===== config.mk =====
export PLATFORM = sky130hd
export DESIGN_NAME = twi_event_sequencer_top
export DESIGN_NICKNAME = d
export VERILOG_FILES = /design/src/rtl/core/twi_es_pkg.sv /design/src/rtl/core/twi_es_buffer.sv /design/src/rtl/core/twi_es_core.sv /design/src/rtl/core/twi_event_sequencer_top.sv
export SDC_FILE = /design/constraint.sdc
export NUM_CORES = 1
export LEC_CHECK = 0
export ABC_AREA = 1
export ABC_CLOCK_PERIOD_IN_PS = 4400
export BUFFER_PORTS_ARGS = -buffer_cell sky130_fd_sc_hd__buf_4
export CORE_MARGIN = 1.5
export CORE_UTILIZATION = 60
export CTS_BUF_LIST = sky130_fd_sc_hd__clkbuf_4
export CTS_CLUSTER_DIAMETER = 150
export DETAILED_ROUTE_END_ITERATION = 8
export PLACE_DENSITY = 0.79
export RECOVER_POWER = 25
export SLEW_MARGIN = 15
export SYNTH_ARGS = -nofsm -noshare
export SYNTH_HDL_FRONTEND = slang
export SYNTH_SLANG_ARGS = --single-unit

===== constraint.sdc =====
create_clock -name clk -period 4.4 [get_ports clk]
set_input_delay 0.44 -clock clk [delete_from_list [all_inputs] [get_ports clk]]
set_output_delay 0.44 -clock clk [all_outputs]
set_load 0.005 [all_outputs]

===== src/rtl/core/twi_es_pkg.sv =====
package twi_es_pkg;

  // Buffer geometry, fixed by the 6-bit count and 5-bit index fields
  localparam int unsigned BUF_DEPTH = 32;
  localparam int unsigned BUF_AW    = 5;

  // Stream payload widths (byte padded)
  localparam int unsigned IN_DATA_W  = 48;
  localparam int unsigned OUT_DATA_W = 40;

  // Item kinds
  typedef enum logic [2:0] {
    CMD_EVENT  = 3'd0,
    CMD_MWRITE = 3'd1,
    CMD_MREAD  = 3'd2,
    CMD_BWRITE = 3'd3,
    CMD_BREAD  = 3'd4
  } cmd_t;

  // Bus actions
  typedef enum logic [2:0] {
    ACT_NONE    = 3'd0,
    ACT_ACK     = 3'd1,
    ACT_NACK    = 3'd2,
    ACT_START   = 3'd3,
    ACT_LOAD    = 3'd4,
    ACT_STOP    = 3'd5,
    ACT_HOLD    = 3'd6,
    ACT_RELEASE = 3'd7
  } action_t;

  // Controller mode
  typedef enum logic [2:0] {
    PH_READY = 3'd0,
    PH_MTX   = 3'd1,
    PH_MRX   = 3'd2,
    PH_SRX   = 3'd3,
    PH_STX   = 3'd4
  } phase_t;

  // Error codes (dense)
  localparam logic [2:0] ERR_NONE      = 3'd0;
  localparam logic [2:0] ERR_ADDR_TX   = 3'd1;
  localparam logic [2:0] ERR_DATA_NACK = 3'd2;
  localparam logic [2:0] ERR_ARB_LOST  = 3'd3;
  localparam logic [2:0] ERR_ADDR_RX   = 3'd4;
  localparam logic [2:0] ERR_SLV_NACK  = 3'd5;
  localparam logic [2:0] ERR_BUS       = 3'd6;

  // TWI status codes
  localparam logic [7:0] ST_BUS_ERR     = 8'h00;
  localparam logic [7:0] ST_START       = 8'h08;
  localparam logic [7:0] ST_RESTART     = 8'h10;
  localparam logic [7:0] ST_MT_SLA_ACK  = 8'h18;
  localparam logic [7:0] ST_MT_SLA_NACK = 8'h20;
  localparam logic [7:0] ST_MT_DAT_ACK  = 8'h28;
  localparam logic [7:0] ST_MT_DAT_NACK = 8'h30;
  localparam logic [7:0] ST_ARB_LOST    = 8'h38;
  localparam logic [7:0] ST_MR_SLA_ACK  = 8'h40;
  localparam logic [7:0] ST_MR_SLA_NACK = 8'h48;
  localparam logic [7:0] ST_MR_DAT_ACK  = 8'h50;
  localparam logic [7:0] ST_MR_DAT_NACK = 8'h58;
  localparam logic [7:0] ST_SR_SLA_ACK  = 8'h60;
  localparam logic [7:0] ST_SR_ARB_SLA  = 8'h68;
  localparam logic [7:0] ST_SR_GCALL    = 8'h70;
  localparam logic [7:0] ST_SR_ARB_GC   = 8'h78;
  localparam logic [7:0] ST_SR_DAT_ACK  = 8'h80;
  localparam logic [7:0] ST_SR_DAT_NACK = 8'h88;
  localparam logic [7:0] ST_SR_GC_ACK   = 8'h90;
  localparam logic [7:0] ST_SR_GC_NACK  = 8'h98;
  localparam logic [7:0] ST_SR_STOP     = 8'hA0;
  localparam logic [7:0] ST_ST_SLA_ACK  = 8'hA8;
  localparam logic [7:0] ST_ST_ARB_SLA  = 8'hB0;
  localparam logic [7:0] ST_ST_DAT_ACK  = 8'hB8;
  localparam logic [7:0] ST_ST_DAT_NACK = 8'hC0;
  localparam logic [7:0] ST_ST_LAST_ACK = 8'hC8;

  // Configuration register indexes
  localparam logic CFG_SLV_TX_MODE = 1'b0;
  localparam logic CFG_SLV_TX_LEN  = 1'b1;

  // One input item
  typedef struct packed {
    cmd_t        cmd;
    logic [7:0]  status;
    logic [7:0]  bus_byte;
    logic [6:0]  target_address;
    logic [5:0]  length;
    logic        stop_at_end;
    logic [4:0]  entry_index;
    logic [7:0]  entry_value;
  } item_t;

  // One result item
  typedef struct packed {
    action_t     action;
    logic [7:0]  byte_out;
    phase_t      mode;
    logic [2:0]  error_code;
    logic [5:0]  count;
    logic [7:0]  read_value;
    logic        receive_done;
    logic        rejected;
  } result_t;

  // Buffer write port
  typedef struct packed {
    logic              en;
    logic [BUF_AW-1:0] addr;
    logic [7:0]        data;
  } buf_wr_t;

endpackage


===== src/rtl/core/twi_es_buffer.sv =====
module twi_es_buffer #(
  parameter int unsigned WIDTH = 8,
  parameter int unsigned DEPTH = 32
) (
  input  logic                      clk,
  input  logic                      we,
  input  logic [$clog2(DEPTH)-1:0]  waddr,
  input  logic [WIDTH-1:0]          wdata,
  input  logic                      re,
  input  logic [$clog2(DEPTH)-1:0]  raddr,
  output logic [WIDTH-1:0]          rdata
);

  logic [WIDTH-1:0] mem [DEPTH];

  // Single write port; no reset, contents undefined until written
  always_ff @(posedge clk) begin
    if (we) begin
      mem[waddr] <= wdata;
    end
  end

  // Registered read, old data on a same-address write
  always_ff @(posedge clk) begin
    if (re) begin
      rdata <= mem[raddr];
    end
  end

endmodule


===== src/rtl/core/twi_es_core.sv =====
module twi_es_core (
  input  logic                  clk,
  input  logic                  rst,
  input  logic                  cfg_we,
  input  logic                  cfg_index,
  input  logic [5:0]            cfg_data,
  input  logic                  fire,
  input  logic                  load,
  input  twi_es_pkg::item_t     next_item,
  input  twi_es_pkg::item_t     item,
  output twi_es_pkg::result_t   res
);

  localparam logic [5:0] DEPTH6 = 6'(twi_es_pkg::BUF_DEPTH);

  // Sequencer state
  logic [5:0]          position, position_next;
  logic [5:0]          limit, limit_next;
  twi_es_pkg::phase_t  phase, phase_next;
  logic [2:0]          fault, fault_next;
  logic                stop_after, stop_after_next;
  logic                restart_pending, restart_pending_next;
  logic [7:0]          address_byte, address_byte_next;

  // Configuration
  logic                slave_tx_mode;
  logic [5:0]          slave_tx_length;
  logic [5:0]          stx_limit;

  // Buffer access
  twi_es_pkg::buf_wr_t                buf_wr;
  logic [twi_es_pkg::BUF_AW-1:0]      buf_raddr;
  logic [7:0]                         buf_rdata;
  logic [7:0]                         buf_byte;
  logic [5:0]                         pos_after;
  logic                               rd_hit;
  logic                               byp_hit;
  logic [7:0]                         byp_data;
  logic [5:0]                         pos_taken;
  logic                               can_send;
  logic [7:0]                         addr_new;

  twi_es_buffer #(
    .WIDTH (8),
    .DEPTH (twi_es_pkg::BUF_DEPTH)
  ) u_buffer (
    .clk   (clk),
    .we    (buf_wr.en),
    .waddr (buf_wr.addr),
    .wdata (buf_wr.data),
    .re    (load),
    .raddr (buf_raddr),
    .rdata (buf_rdata)
  );

  // Configuration writes
  always_ff @(posedge clk) begin
    if (rst) begin
      slave_tx_mode   <= 1'b0;
      slave_tx_length <= 6'd1;
    end else if (cfg_we) begin
      unique case (cfg_index)
        twi_es_pkg::CFG_SLV_TX_MODE: slave_tx_mode   <= cfg_data[0];
        twi_es_pkg::CFG_SLV_TX_LEN:  slave_tx_length <= cfg_data;
        default: ;
      endcase
    end
  end

  // Slave transmit length clamped to 1..depth
  always_comb begin
    if (slave_tx_length == 6'd0) begin
      stx_limit = 6'd1;
    end else if (slave_tx_length > DEPTH6) begin
      stx_limit = DEPTH6;
    end else begin
      stx_limit = slave_tx_length;
    end
  end

  // Buffer read address for the item being loaded: software read, first byte of a
  // slave transmit, or the next byte to send from the position after this edge
  assign pos_after = fire ? position_next : position;

  always_comb begin
    buf_raddr = pos_after[twi_es_pkg::BUF_AW-1:0];
    if (next_item.cmd == twi_es_pkg::CMD_BREAD) begin
      buf_raddr = next_item.entry_index;
    end else if (next_item.cmd == twi_es_pkg::CMD_EVENT &&
                 (next_item.status == twi_es_pkg::ST_ST_SLA_ACK ||
                  next_item.status == twi_es_pkg::ST_ST_ARB_SLA)) begin
      buf_raddr = '0;
    end
  end

  // Forward a byte written at the same edge as the read
  assign rd_hit = buf_wr.en && (buf_wr.addr == buf_raddr);

  always_ff @(posedge clk) begin
    if (rst) begin
      byp_hit <= 1'b0;
    end else if (load) begin
      byp_hit <= rd_hit;
    end
  end

  always_ff @(posedge clk) begin
    if (load && rd_hit) begin
      byp_data <= buf_wr.data;
    end
  end

  assign buf_byte  = byp_hit ? byp_data : buf_rdata;
  assign can_send  = (position < limit) && (position < DEPTH6);
  assign pos_taken = (position < DEPTH6) ? position + 6'd1 : position;
  assign addr_new  = {item.target_address, item.cmd == twi_es_pkg::CMD_MREAD};

  // Decision logic for one item
  always_comb begin
    position_next        = position;
    limit_next           = limit;
    phase_next           = phase;
    fault_next           = fault;
    stop_after_next      = stop_after;
    restart_pending_next = restart_pending;
    address_byte_next    = address_byte;
    buf_wr               = '0;
    res                  = '0;
    res.action           = twi_es_pkg::ACT_NONE;

    unique case (item.cmd)
      twi_es_pkg::CMD_MWRITE, twi_es_pkg::CMD_MREAD: begin
        if (phase != twi_es_pkg::PH_READY || item.length > DEPTH6) begin
          res.rejected = 1'b1;
        end else begin
          phase_next        = (item.cmd == twi_es_pkg::CMD_MWRITE) ? twi_es_pkg::PH_MTX
                                                                  : twi_es_pkg::PH_MRX;
          stop_after_next   = item.stop_at_end;
          fault_next        = twi_es_pkg::ERR_NONE;
          position_next     = 6'd0;
          if (item.cmd == twi_es_pkg::CMD_MWRITE || item.length == 6'd0) begin
            limit_next = item.length;
          end else begin
            limit_next = item.length - 6'd1;
          end
          address_byte_next = addr_new;
          if (restart_pending) begin
            restart_pending_next = 1'b0;
            res.byte_out         = addr_new;
            res.action           = twi_es_pkg::ACT_LOAD;
          end else begin
            res.action = twi_es_pkg::ACT_START;
          end
        end
      end
      twi_es_pkg::CMD_BWRITE: begin
        buf_wr.en   = 1'b1;
        buf_wr.addr = item.entry_index;
        buf_wr.data = item.entry_value;
      end
      twi_es_pkg::CMD_BREAD: begin
        res.read_value = buf_byte;
      end
      twi_es_pkg::CMD_EVENT: begin
        unique case (item.status) inside
          twi_es_pkg::ST_START, twi_es_pkg::ST_RESTART: begin
            res.byte_out = address_byte;
            res.action   = twi_es_pkg::ACT_LOAD;
          end
          twi_es_pkg::ST_MT_SLA_ACK, twi_es_pkg::ST_MT_DAT_ACK,
          twi_es_pkg::ST_ST_DAT_ACK: begin
            // send next buffered byte or finish the transfer
            if (can_send) begin
              res.byte_out  = buf_byte;
              position_next = position + 6'd1;
              res.action    = twi_es_pkg::ACT_LOAD;
            end else begin
              phase_next = twi_es_pkg::PH_READY;
              if (stop_after) begin
                res.action = twi_es_pkg::ACT_STOP;
              end else begin
                restart_pending_next = 1'b1;
                res.action           = twi_es_pkg::ACT_HOLD;
              end
            end
          end
          twi_es_pkg::ST_MT_SLA_NACK: begin
            fault_next = twi_es_pkg::ERR_ADDR_TX;
            res.action = twi_es_pkg::ACT_STOP;
            phase_next = twi_es_pkg::PH_READY;
          end
          twi_es_pkg::ST_MT_DAT_NACK: begin
            fault_next = twi_es_pkg::ERR_DATA_NACK;
            res.action = twi_es_pkg::ACT_STOP;
            phase_next = twi_es_pkg::PH_READY;
          end
          twi_es_pkg::ST_ARB_LOST: begin
            fault_next = twi_es_pkg::ERR_ARB_LOST;
            res.action = twi_es_pkg::ACT_STOP;
            phase_next = twi_es_pkg::PH_READY;
          end
          twi_es_pkg::ST_MR_SLA_NACK: begin
            fault_next = twi_es_pkg::ERR_ADDR_RX;
            res.action = twi_es_pkg::ACT_STOP;
            phase_next = twi_es_pkg::PH_READY;
          end
          twi_es_pkg::ST_BUS_ERR: begin
            fault_next = twi_es_pkg::ERR_BUS;
            res.action = twi_es_pkg::ACT_STOP;
            phase_next = twi_es_pkg::PH_READY;
          end
          twi_es_pkg::ST_MR_SLA_ACK: begin
            res.action = (position < limit) ? twi_es_pkg::ACT_ACK : twi_es_pkg::ACT_NACK;
          end
          twi_es_pkg::ST_MR_DAT_ACK, twi_es_pkg::ST_SR_DAT_ACK,
          twi_es_pkg::ST_SR_GC_ACK: begin
            // store received byte, then ask for more if wanted
            buf_wr.en     = (position < DEPTH6);
            buf_wr.addr   = position[twi_es_pkg::BUF_AW-1:0];
            buf_wr.data   = item.bus_byte;
            position_next = pos_taken;
            res.action    = (pos_taken < limit) ? twi_es_pkg::ACT_ACK : twi_es_pkg::ACT_NACK;
          end
          twi_es_pkg::ST_MR_DAT_NACK: begin
            buf_wr.en     = (position < DEPTH6);
            buf_wr.addr   = position[twi_es_pkg::BUF_AW-1:0];
            buf_wr.data   = item.bus_byte;
            position_next = pos_taken;
            phase_next    = twi_es_pkg::PH_READY;
            if (stop_after) begin
              res.action = twi_es_pkg::ACT_STOP;
            end else begin
              restart_pending_next = 1'b1;
              res.action           = twi_es_pkg::ACT_HOLD;
            end
          end
          twi_es_pkg::ST_SR_SLA_ACK, twi_es_pkg::ST_SR_ARB_SLA,
          twi_es_pkg::ST_SR_GCALL, twi_es_pkg::ST_SR_ARB_GC: begin
            phase_next    = twi_es_pkg::PH_SRX;
            position_next = 6'd0;
            limit_next    = DEPTH6;
            res.action    = twi_es_pkg::ACT_ACK;
          end
          twi_es_pkg::ST_SR_STOP: begin
            res.receive_done = 1'b1;
            position_next    = 6'd0;
            limit_next       = DEPTH6;
            phase_next       = twi_es_pkg::PH_READY;
            res.action       = twi_es_pkg::ACT_RELEASE;
          end
          twi_es_pkg::ST_SR_DAT_NACK, twi_es_pkg::ST_SR_GC_NACK: begin
            fault_next = twi_es_pkg::ERR_SLV_NACK;
          end
          twi_es_pkg::ST_ST_SLA_ACK, twi_es_pkg::ST_ST_ARB_SLA: begin
            // address match as transmitter: load first byte at once
            phase_next    = twi_es_pkg::PH_STX;
            position_next = 6'd1;
            res.action    = twi_es_pkg::ACT_LOAD;
            if (slave_tx_mode) begin
              limit_next   = stx_limit;
              res.byte_out = buf_byte;
            end else begin
              limit_next   = 6'd1;
              buf_wr.en    = 1'b1;
              buf_wr.addr  = '0;
              buf_wr.data  = 8'h00;
              res.byte_out = 8'h00;
            end
          end
          twi_es_pkg::ST_ST_DAT_NACK, twi_es_pkg::ST_ST_LAST_ACK: begin
            res.action = twi_es_pkg::ACT_ACK;
            phase_next = twi_es_pkg::PH_READY;
          end
          default: ;
        endcase
      end
      default: ;
    endcase

    if (!fire) begin
      buf_wr.en = 1'b0;
    end

    res.mode       = phase_next;
    res.error_code = fault_next;
    // a slave stop reports the count before it clears
    res.count      = res.receive_done ? position : position_next;
  end

  // State registers
  always_ff @(posedge clk) begin
    if (rst) begin
      position        <= 6'd0;
      limit           <= 6'd0;
      phase           <= twi_es_pkg::PH_READY;
      fault           <= twi_es_pkg::ERR_NONE;
      stop_after      <= 1'b1;
      restart_pending <= 1'b0;
      address_byte    <= 8'h00;
    end else if (fire) begin
      position        <= position_next;
      limit           <= limit_next;
      phase           <= phase_next;
      fault           <= fault_next;
      stop_after      <= stop_after_next;
      restart_pending <= restart_pending_next;
      address_byte    <= address_byte_next;
    end
  end

endmodule


===== src/rtl/core/twi_event_sequencer_top.sv =====
// Each item passes the input register, then the result register on m_tdata; the
// buffer byte is read at the input transfer, the decision is one combinational pass.
// Throughput: one item per cycle; the input register and the result register
// advance together whenever the result register is empty or being taken.
// Reset (rst, synchronous): empties both registers, returns the sequencer to
// ready with no error, configuration to mode 0 and length 1; buffer undefined.
module twi_event_sequencer_top (
  input  logic         clk,
  input  logic         rst,
  // configuration
  input  logic         cfg_we,
  input  logic         cfg_index,
  input  logic [5:0]   cfg_data,
  // input stream
  input  logic         s_tvalid,
  output logic         s_tready,
  input  logic [47:0]  s_tdata,   // status, bus_byte, target_address, length,
                                  // stop_at_end, entry_index, entry_value, zero pad
  input  logic [2:0]   s_tuser,   // cmd
  // result stream
  output logic         m_tvalid,
  input  logic         m_tready,
  output logic [39:0]  m_tdata    // action, byte_out, mode, error_code, count,
                                  // read_value, receive_done, rejected, zero pad
);

  logic                 in_valid;
  twi_es_pkg::item_t    next_item;
  twi_es_pkg::item_t    in_item;
  twi_es_pkg::result_t  res_next;
  twi_es_pkg::result_t  res;
  logic                 advance;
  logic                 fire;
  logic                 load;

  assign advance  = !m_tvalid || m_tready;
  assign fire     = in_valid && advance;
  assign s_tready = !in_valid || advance;
  assign load     = s_tvalid && s_tready;

  // Unpack the offered transfer
  assign next_item.cmd            = twi_es_pkg::cmd_t'(s_tuser);
  assign next_item.status         = s_tdata[7:0];
  assign next_item.bus_byte       = s_tdata[15:8];
  assign next_item.target_address = s_tdata[22:16];
  assign next_item.length         = s_tdata[28:23];
  assign next_item.stop_at_end    = s_tdata[29];
  assign next_item.entry_index    = s_tdata[34:30];
  assign next_item.entry_value    = s_tdata[42:35];

  // Input register
  always_ff @(posedge clk) begin
    if (rst) begin
      in_valid <= 1'b0;
    end else if (s_tready) begin
      in_valid <= s_tvalid;
    end
  end

  always_ff @(posedge clk) begin
    if (load) begin
      in_item <= next_item;
    end
  end

  twi_es_core u_core (
    .clk       (clk),
    .rst       (rst),
    .cfg_we    (cfg_we),
    .cfg_index (cfg_index),
    .cfg_data  (cfg_data),
    .fire      (fire),
    .load      (load),
    .next_item (next_item),
    .item      (in_item),
    .res       (res_next)
  );

  // Result register
  always_ff @(posedge clk) begin
    if (rst) begin
      m_tvalid <= 1'b0;
    end else if (advance) begin
      m_tvalid <= in_valid;
    end
  end

  always_ff @(posedge clk) begin
    if (fire) begin
      res <= res_next;
    end
  end

  assign m_tdata = {7'd0, res.rejected, res.receive_done, res.read_value, res.count,
                    res.error_code, res.mode, res.byte_out, res.action};

endmodule


## After elaboration in Yosys (flattened, before gate mapping)

Memory sizes are Yosys's and may differ from the RTL's. A register that Yosys moved wholly into a read port is not among the register bits.
Index checks and enable logic that the tools add are counted.

- Register bits after elaboration: 125
- Memory bits (writable): 256
- Input port bits: 63
- Output and inout bits: 42
- Logic and storage cells: 166
- Memories kept: 1

- $add $sub $neg: 2
- Order comparisons: 5
- Eq/ne operators: 37
- Mux-type cells: 51
- Bitwise logic cells: 2
- Reduce and logical (&&, ||, !) cells: 38

Memory list:

| name | words | bits a word | read ports | clocked after memory_dff | wr ports | line | text |
|---|---|---|---|---|---|---|---|
| u_core.u_buffer.mem | 32 | 8 | 1 | 1 | 1 | twi_es_buffer.sv:14 | `logic [WIDTH-1:0] mem [DEPTH];` |

Operator list:

| cell | count |
|---|---|
| == test 8 bit, second input constant | 12 |
| == test 8 x 7 -> 1 bit, second input constant | 8 |
| case mux 14 bit (2 select lines) | 2 |
| two-way mux 6 bit | 9 |
| case mux 6 bit (2 select lines) | 3 |
| == test 8 x 6 -> 1 bit, second input constant | 4 |
| two-way mux 8 bit | 4 |
| case mux 3 bit (8 select lines) | 1 |
| case mux 6 bit (4 select lines) | 1 |
| case mux 8 bit (3 select lines) | 1 |
| case mux 11 bit (2 select lines) | 1 |
| case mux 3 bit (6 select lines) | 1 |
| == test 8 x 5 -> 1 bit, second input constant | 2 |
| two-way mux 5 bit | 3 |
| two-way mux 14 bit | 1 |
| greater-than comparator 6 bit, second input constant | 2 |
| logical NOT 6 bit | 2 |
| < comparator 6 bit | 2 |
| two-way mux 3 bit | 4 |
| case mux 3 bit (2 select lines) | 2 |
| case mux 3 bit (4 select lines) | 1 |
| OR reduction 4 bit | 3 |
| two-way mux 11 bit | 1 |
| two-way mux 2 bit | 5 |
| other kinds (31) | 60 |

## Longest topological paths before layout

- Depth in word-level cells: 11
- Depth in mapped cells: 25
- Mapped depth without buffers: 23

## By module

From an unflattened synthesis, not the netlist that was laid out.

- Cells, all modules: 1660
- Area total of the unflattened synthesis: 17262.8 sq um

By module, submodules not included:

| module | instances | cells an instance | area an instance (sq um) | sequential area each (sq um) |
|---|---|---|---|---|
| twi_es_buffer | 1 | 922 | 10866.7 | 7927.6 |
| twi_es_core | 1 | 639 | 3876.2 | 960.9 |
| twi_event_sequencer_top | 1 | 99 | 2519.9 | 2412.3 |

## Worst setup path after synthesis

Ideal clock, no wire load.

- Kind: input to register
- Start: in m_tready
- End: mem u_core.u_buffer.mem[0][0] (enable)
- Library setup time: 370 ps
- Data arrival time: 2780 ps
- Data required time: 4030 ps
- Setup slack: 1250 ps
- Cell stages on the path: 9
- Path buffers: 1
- Path through: inv_1 -> nand2_1 -> nand2_1 -> inv_1 -> buf_1 -> nand2_1 -> inv_1 -> nand3_1 -> nor2_1

- Longest elaborated chain between the ends: 5

RTL lines:

| item | line | text |
|---|---|---|
| start, declared | twi_event_sequencer_top.sv:22 | `input logic m_tready,` |
| logical OR 1 bit | twi_event_sequencer_top.sv:36 | `assign advance = !m_tvalid \|\| m_tready;` |
| logical AND 1 bit | twi_event_sequencer_top.sv:37 | `assign fire = in_valid && advance;` |
| via fire | twi_event_sequencer_top.sv:33 | `logic fire;` |
| two-way mux 1 bit | twi_es_core.sv:280 | `if (!fire) begin` |
| two-way mux 1 bit | twi_es_buffer.sv:18 | `if (we) begin` |
| two-way mux 1 bit (not written as such) | twi_es_buffer.sv:19 | `mem[waddr] <= wdata;` |
| end, declared | twi_es_buffer.sv:14 |  |

The timed path passes the listed nets, and every way through them passes these cells.

## Worst setup path after layout

- Start: reg u_core.position[4]
- End: reg u_core.u_buffer.rdata[2] (read register of u_core.u_buffer.mem) (data pin)

- Longest elaborated chain between the ends: 8
- Elaborated cells on any way between the ends: 12
- Those cells by class: add/sub: 1; order compare: 2; mux: 8; reduce/logical: 1

RTL lines:

| item | line | text |
|---|---|---|
| start, declared | twi_es_core.sv:17 | `logic [5:0] position, position_next;` |
| start signal, assigned | twi_es_core.sv:301 | `position <= position_next;` |
| < comparator 6 bit, on equally long branches | twi_es_core.sv:114, twi_es_core.sv:115 |  |
| logical AND 1 bit | twi_es_core.sv:114 | `assign can_send = (position < limit) && (position < DEPTH6);` |
| two-way mux 6 bit | twi_es_core.sv:173 | `if (can_send) begin` |
| case mux 6 bit (4 select lines) | twi_es_core.sv:165 | `unique case (item.status) inside` |
| case mux 6 bit (2 select lines) | twi_es_core.sv:131 | `unique case (item.cmd)` |
| two-way mux 5 bit * | twi_es_core.sv:83 | `assign pos_after = fire ? position_next : position;` |
| two-way mux 5 bit * | twi_es_core.sv:89 | `end else if (next_item.cmd == twi_es_pkg::CMD_EVENT &&` |
| two-way mux 5 bit * | twi_es_core.sv:87 | `if (next_item.cmd == twi_es_pkg::CMD_BREAD) begin` |
| end, declared | twi_es_buffer.sv:11 | `output logic [WIDTH-1:0] rdata` |

Mark *: on every way between the ends. The rest lies on a longest branch, timed or not.
A chain may end at the register's enable or synchronous reset.

==> impl_metrics.env <==
export IMPL_run_status="complete, but fails checks"
export IMPL_failed_checks="max-capacitance violations, max-slew violations"
export IMPL_core_area_um2=29500
export IMPL_grt_overflow=0
export IMPL_power_frac_seq_pct=53.0
export IMPL_cts_buffers_inserted=101
export IMPL_die_area_um2=30900
export IMPL_worstSetupPathType="reg -> reg"
export IMPL_final_cells=2454
export IMPL_first_global_vias=13900
export IMPL_timing_rr_end="u_core.u_buffer.rdata[2]$_DFFE_PP_"
export IMPL_drv_slew=41
export IMPL_synth_warnings=0
export IMPL_wl_um=46700
export IMPL_viasPerCell=5.79
export IMPL_dpl_cell_area_um2=18900
export IMPL_worstMarginPinSlew_ns=2.24
export IMPL_n_fill_cell=2154
export IMPL_ys_flop_type="edfxtp_1"
export IMPL_avgSynthCellArea_um2=10.0
export IMPL_synth_top_area_cell="edfxtp_1"
export IMPL_peakVddDrop_v=0.000314
export IMPL_max_slew_margin_pct=-49.4
export IMPL_r2r_cells=22
export IMPL_first_pass_iters=8
export IMPL_p_sw_share_pct=25.5
export IMPL_power_density_nw_per_um2=376
export IMPL_crit_top_cell="nand2_1"
export IMPL_critPathArrivalTime_ns=4.51
export IMPL_finalClockSkew_ns=0.0510
export IMPL_nets=2056
export IMPL_die_h_um=176
export IMPL_start_kind="flop"
export IMPL_floorplan_initialDensity_pct=60.8
export IMPL_grt_antenna_before_repair=3
export IMPL_hold_path_class="in -> reg"
export IMPL_cts_root_buf="clkbuf_4"
export IMPL_clockBufferDepth=3
export IMPL_critPathCaptureType="flop"
export IMPL_track_usage_pct=30.6
export IMPL_cts_resized=0
export IMPL_dieWidth_um=176
export IMPL_io_pins=105
export IMPL_synth_edf_count=351
export IMPL_finalHoldViolCount=0
export IMPL_clock_sinks=389
export IMPL_postSynthCellCount=1785
export IMPL_reg2reg_slack_ns=0.42
export IMPL_synth_simple_gate_area_share_pct=22.3
export IMPL_holdWs_ns=0.106
export IMPL_synth_area_um2=17900
export IMPL_gp_congestion=0.939
export IMPL_synth_adder_area_share_pct=0.978
export IMPL_synth_distinct_cells=49
export IMPL_dr_total_vias=14200
export IMPL_clk_pin_slew_ns=0.07
export IMPL_ctsHtreeMaxLevel=3
export IMPL_dp_cells=2210
export IMPL_final_util_pct=69.8
export IMPL_cp_slowest_cell="dfxtp_1"
export IMPL_cp_max_fo=47
export IMPL_tns_ns=0
export IMPL_layout_common_cells="388 x nand2_1, 351 x edfxtp_1, 324 x nand3_1, 231 x inv_1, 199 x clkbuf_4"
export IMPL_layout_min_cycle_time_ns=3.98
export IMPL_critPathMaxStageDelay_ns=0.51
export IMPL_hp_start="s_tvalid"
export IMPL_post_cts_buffers=0
export IMPL_holdPathStages=5
export IMPL_numPortBuffers=92
export IMPL_holdPathEnd="u_core.byp_hit$_SDFFE_PP0P_"
export IMPL_rr_startpoint="u_core.position[4]$_SDFF_PP0_"
export IMPL_design_area_um2=20600
export IMPL_tritoncts="done"
export IMPL_setup_viol=0
export IMPL_ys_async_sr_fraction_pct=0
export IMPL_p_sw_mw=1.97
export IMPL_cp_required_ns=4.93
export IMPL_drc=0
export IMPL_place_hpwl_um=27000
export IMPL_p_comb_share_pct=8.3
export IMPL_clk_latency_ns=0.80
export IMPL_cell_internal_pwr_mw=5.78
export IMPL_p_leak_nw=8.56
export IMPL_max_freq_ghz=0.251
export IMPL_grt_pass1_wl_um=72400
export IMPL_first_iter_violations=1687
export IMPL_fin_crit_sh_pct=90.4
export IMPL_ys_seq_area_share_pct=63.1
export IMPL_crit_chain="ha_1 > nand2_1 > inv_1 > a21oi_1 > nand3_1 > nand2_1 > nand2_2 > nand2_1 > nand2_1 > nand2_1 > nand2_1 > nand2_4 > nand2_4 > buf_4 > nand2_1 > nand2_1 > nand2_1 > nand3_1 > nand3_1 > nand2_1 > nand2_1 > nand2_1"
export IMPL_wl_per_cell_um=19.0
export IMPL_core_rowCount=63
export IMPL_synthTopCellsByArea="edfxtp_1 59%, nand3_1 9.1%, nand2_1 8.2%"
export IMPL_synth_top_family_by_area="simple AND/OR/NAND/NOR gates"
export IMPL_synth_mux_area_share_pct=0.447
export IMPL_power_share_clock_pct=38.7
export IMPL_synth_xor_area_share_pct=0.440
export IMPL_synth_compound_area_share_pct=4.85
export IMPL_synth_top_area_share_pct=58.8
export IMPL_rsz0062_at_grt="no"
export IMPL_drive_above_1_share_pct=13.7
export IMPL_area_delta_synth_final_pct=14.9
export IMPL_grt_max_degree=129
export IMPL_drv_cap=1
export IMPL_final_common_cell="nand2_1"
export IMPL_synth_seq_cells=389
export IMPL_drtAntennaViolNets=0
## area by class of cell
cell class / count / area (um^2) / area share, %
flip-flops and latches: 389 / 11300 / 54.9
multi-input cells: 1073 / 5260 / 25.5
repair buffers: 175 / 1390 / 6.77
clock buffers: 141 / 1060 / 5.14
inverters: 239 / 897 / 4.36
well taps: 390 / 488 / 2.37
clock inverters: 42 / 180 / 0.875
diodes: 5 / 12.5 / 0.0608
## worst max path at each step
| stage | start | end | slack, ns |
|---|---|---|---|
| 2_1_floorplan | m_tready | u_core.u_buffer.mem[0][0]$_DFFE_PP_ | 1.25 |
| 3_5_place_dp | u_core.position[3]$_SDFF_PP0_ | u_core.u_buffer.rdata[7]$_DFFE_PP_ | 0.61 |
| 5_1_grt | u_core.position[4]$_SDFF_PP0_ | u_core.u_buffer.rdata[7]$_DFFE_PP_ | 0.23 |
| 6_report | u_core.position[4]$_SDFF_PP0_ | u_core.u_buffer.rdata[2]$_DFFE_PP_ | 0.42 |
| 4_1_cts | u_core.position[4]$_SDFF_PP0_ | u_core.u_buffer.rdata[7]$_DFFE_PP_ | 0.59 |
| 3_3_place_gp | u_core.position[3]$_SDFF_PP0_ | u_core.u_buffer.rdata[5]$_DFFE_PP_ | 0.66 |
## metal layers
layer  track usage, %  part of all wire, %  vias up
met2             49.9                   48      852
met1             38.0                   37     6643
met5                0                    0        -
li1                 -                    -     6524
met4             17.0                  5.2        0
met3             6.65                  9.2      194
## power groups by stage
stage          clock (mW)  combinational (mW)  sequential [mW]
6_report             3.00               0.643             4.11
5_1_grt              3.20               0.693             4.11
4_1_cts              3.01               0.636             4.11
3_5_place_dp            0               0.589             4.19
3_3_place_gp            0               0.573             4.18
2_1_floorplan           0               0.373             4.18
## timing repair
item | 4_1_cts | 5_1_grt
endpoints found under the hold margin | 57 | 0
setup endpoints to repair | 0 | 0
hold buffers | 56 | 0
## Yosys cell counts, types with 2 or more instances
| library cell | instances |
|---|---|
| a2111oi_0 | 2 |
| a211oi_1 | 5 |
| a21oi_1 | 34 |
| a221oi_1 | 2 |
| a22oi_1 | 3 |
| a31oi_1 | 8 |
| a32o_1 | 9 |
| buf_1 | 12 |
| buf_2 | 22 |
| buf_4 | 15 |
| buf_6 | 11 |
| clkbuf_1 | 29 |
| dfxtp_1 | 38 |
| edfxtp_1 | 351 |
| ha_1 | 14 |
| inv_1 | 230 |
| inv_2 | 8 |
| mux2i_1 | 8 |
| nand2_1 | 389 |
| nand2_2 | 7 |
| nand2_4 | 2 |
| nand3_1 | 324 |
| nand3b_1 | 32 |
| nand4_1 | 9 |
| nor2_1 | 106 |
| nor2_2 | 4 |
| nor2_4 | 3 |
| nor3_1 | 10 |
| o2111ai_1 | 2 |
| o211ai_1 | 7 |
| o21a_1 | 3 |
| o21ai_0 | 49 |
| o21ai_1 | 4 |
| o22ai_1 | 10 |
| or2_2 | 2 |
| xnor2_1 | 2 |
| xor2_1 | 7 |
## worst max-delay path, delay by kind of cell, from the launching register on
kind / cells / cell delay, ns
DFF: 1 / 0.51
and+or+nand+nor: 18 / 2.22
AOI/OAI and AO/OA: 1 / 0.28
adders and majority gates: 1 / 0.29
buffers and inverters: 2 / 0.39
## registers in the layout, summed over array words and instances, names as in the netlist
signal / flops
u_core.position: 6
u_core.phase: 3
u_core.fault: 3
in_valid: 1
u_core.restart_pending: 1
m_tvalid: 1
m_tdata: 33
u_core.address_byte: 8
u_core.byp_data: 8
u_core.stop_after: 1
in_item: 46
u_core.slave_tx_length: 6
u_core.slave_tx_mode: 1
u_core.u_buffer.mem: 256
u_core.byp_hit: 1
u_core.u_buffer.rdata: 8
u_core.limit: 6
## through the flow
step / setup WS [ns] / total power [mW]
4_1_cts: 0.586 / 7.76
5_1_grt: 0.235 / 8.01
3_5_place_dp: 0.607 / 4.78
6_report: 0.423 / 7.75
2_1_floorplan: 1.25 / 4.55
3_3_place_gp: 0.661 / 4.76
## kinds of logic (layout without fill, tap and decap cells)
group                      after synthesis  in the layout
muxes                                    8              8
xor gates and xnor gates                 9              9
other                                    1             12
buffers and inverters                  329            597
AOI/OAI and AO/OA                      143            143
and+or+nand+nor                        892            892
adders and majority gates               14             14
DFF                                    389            389
(Power assumes the default switching activity.)
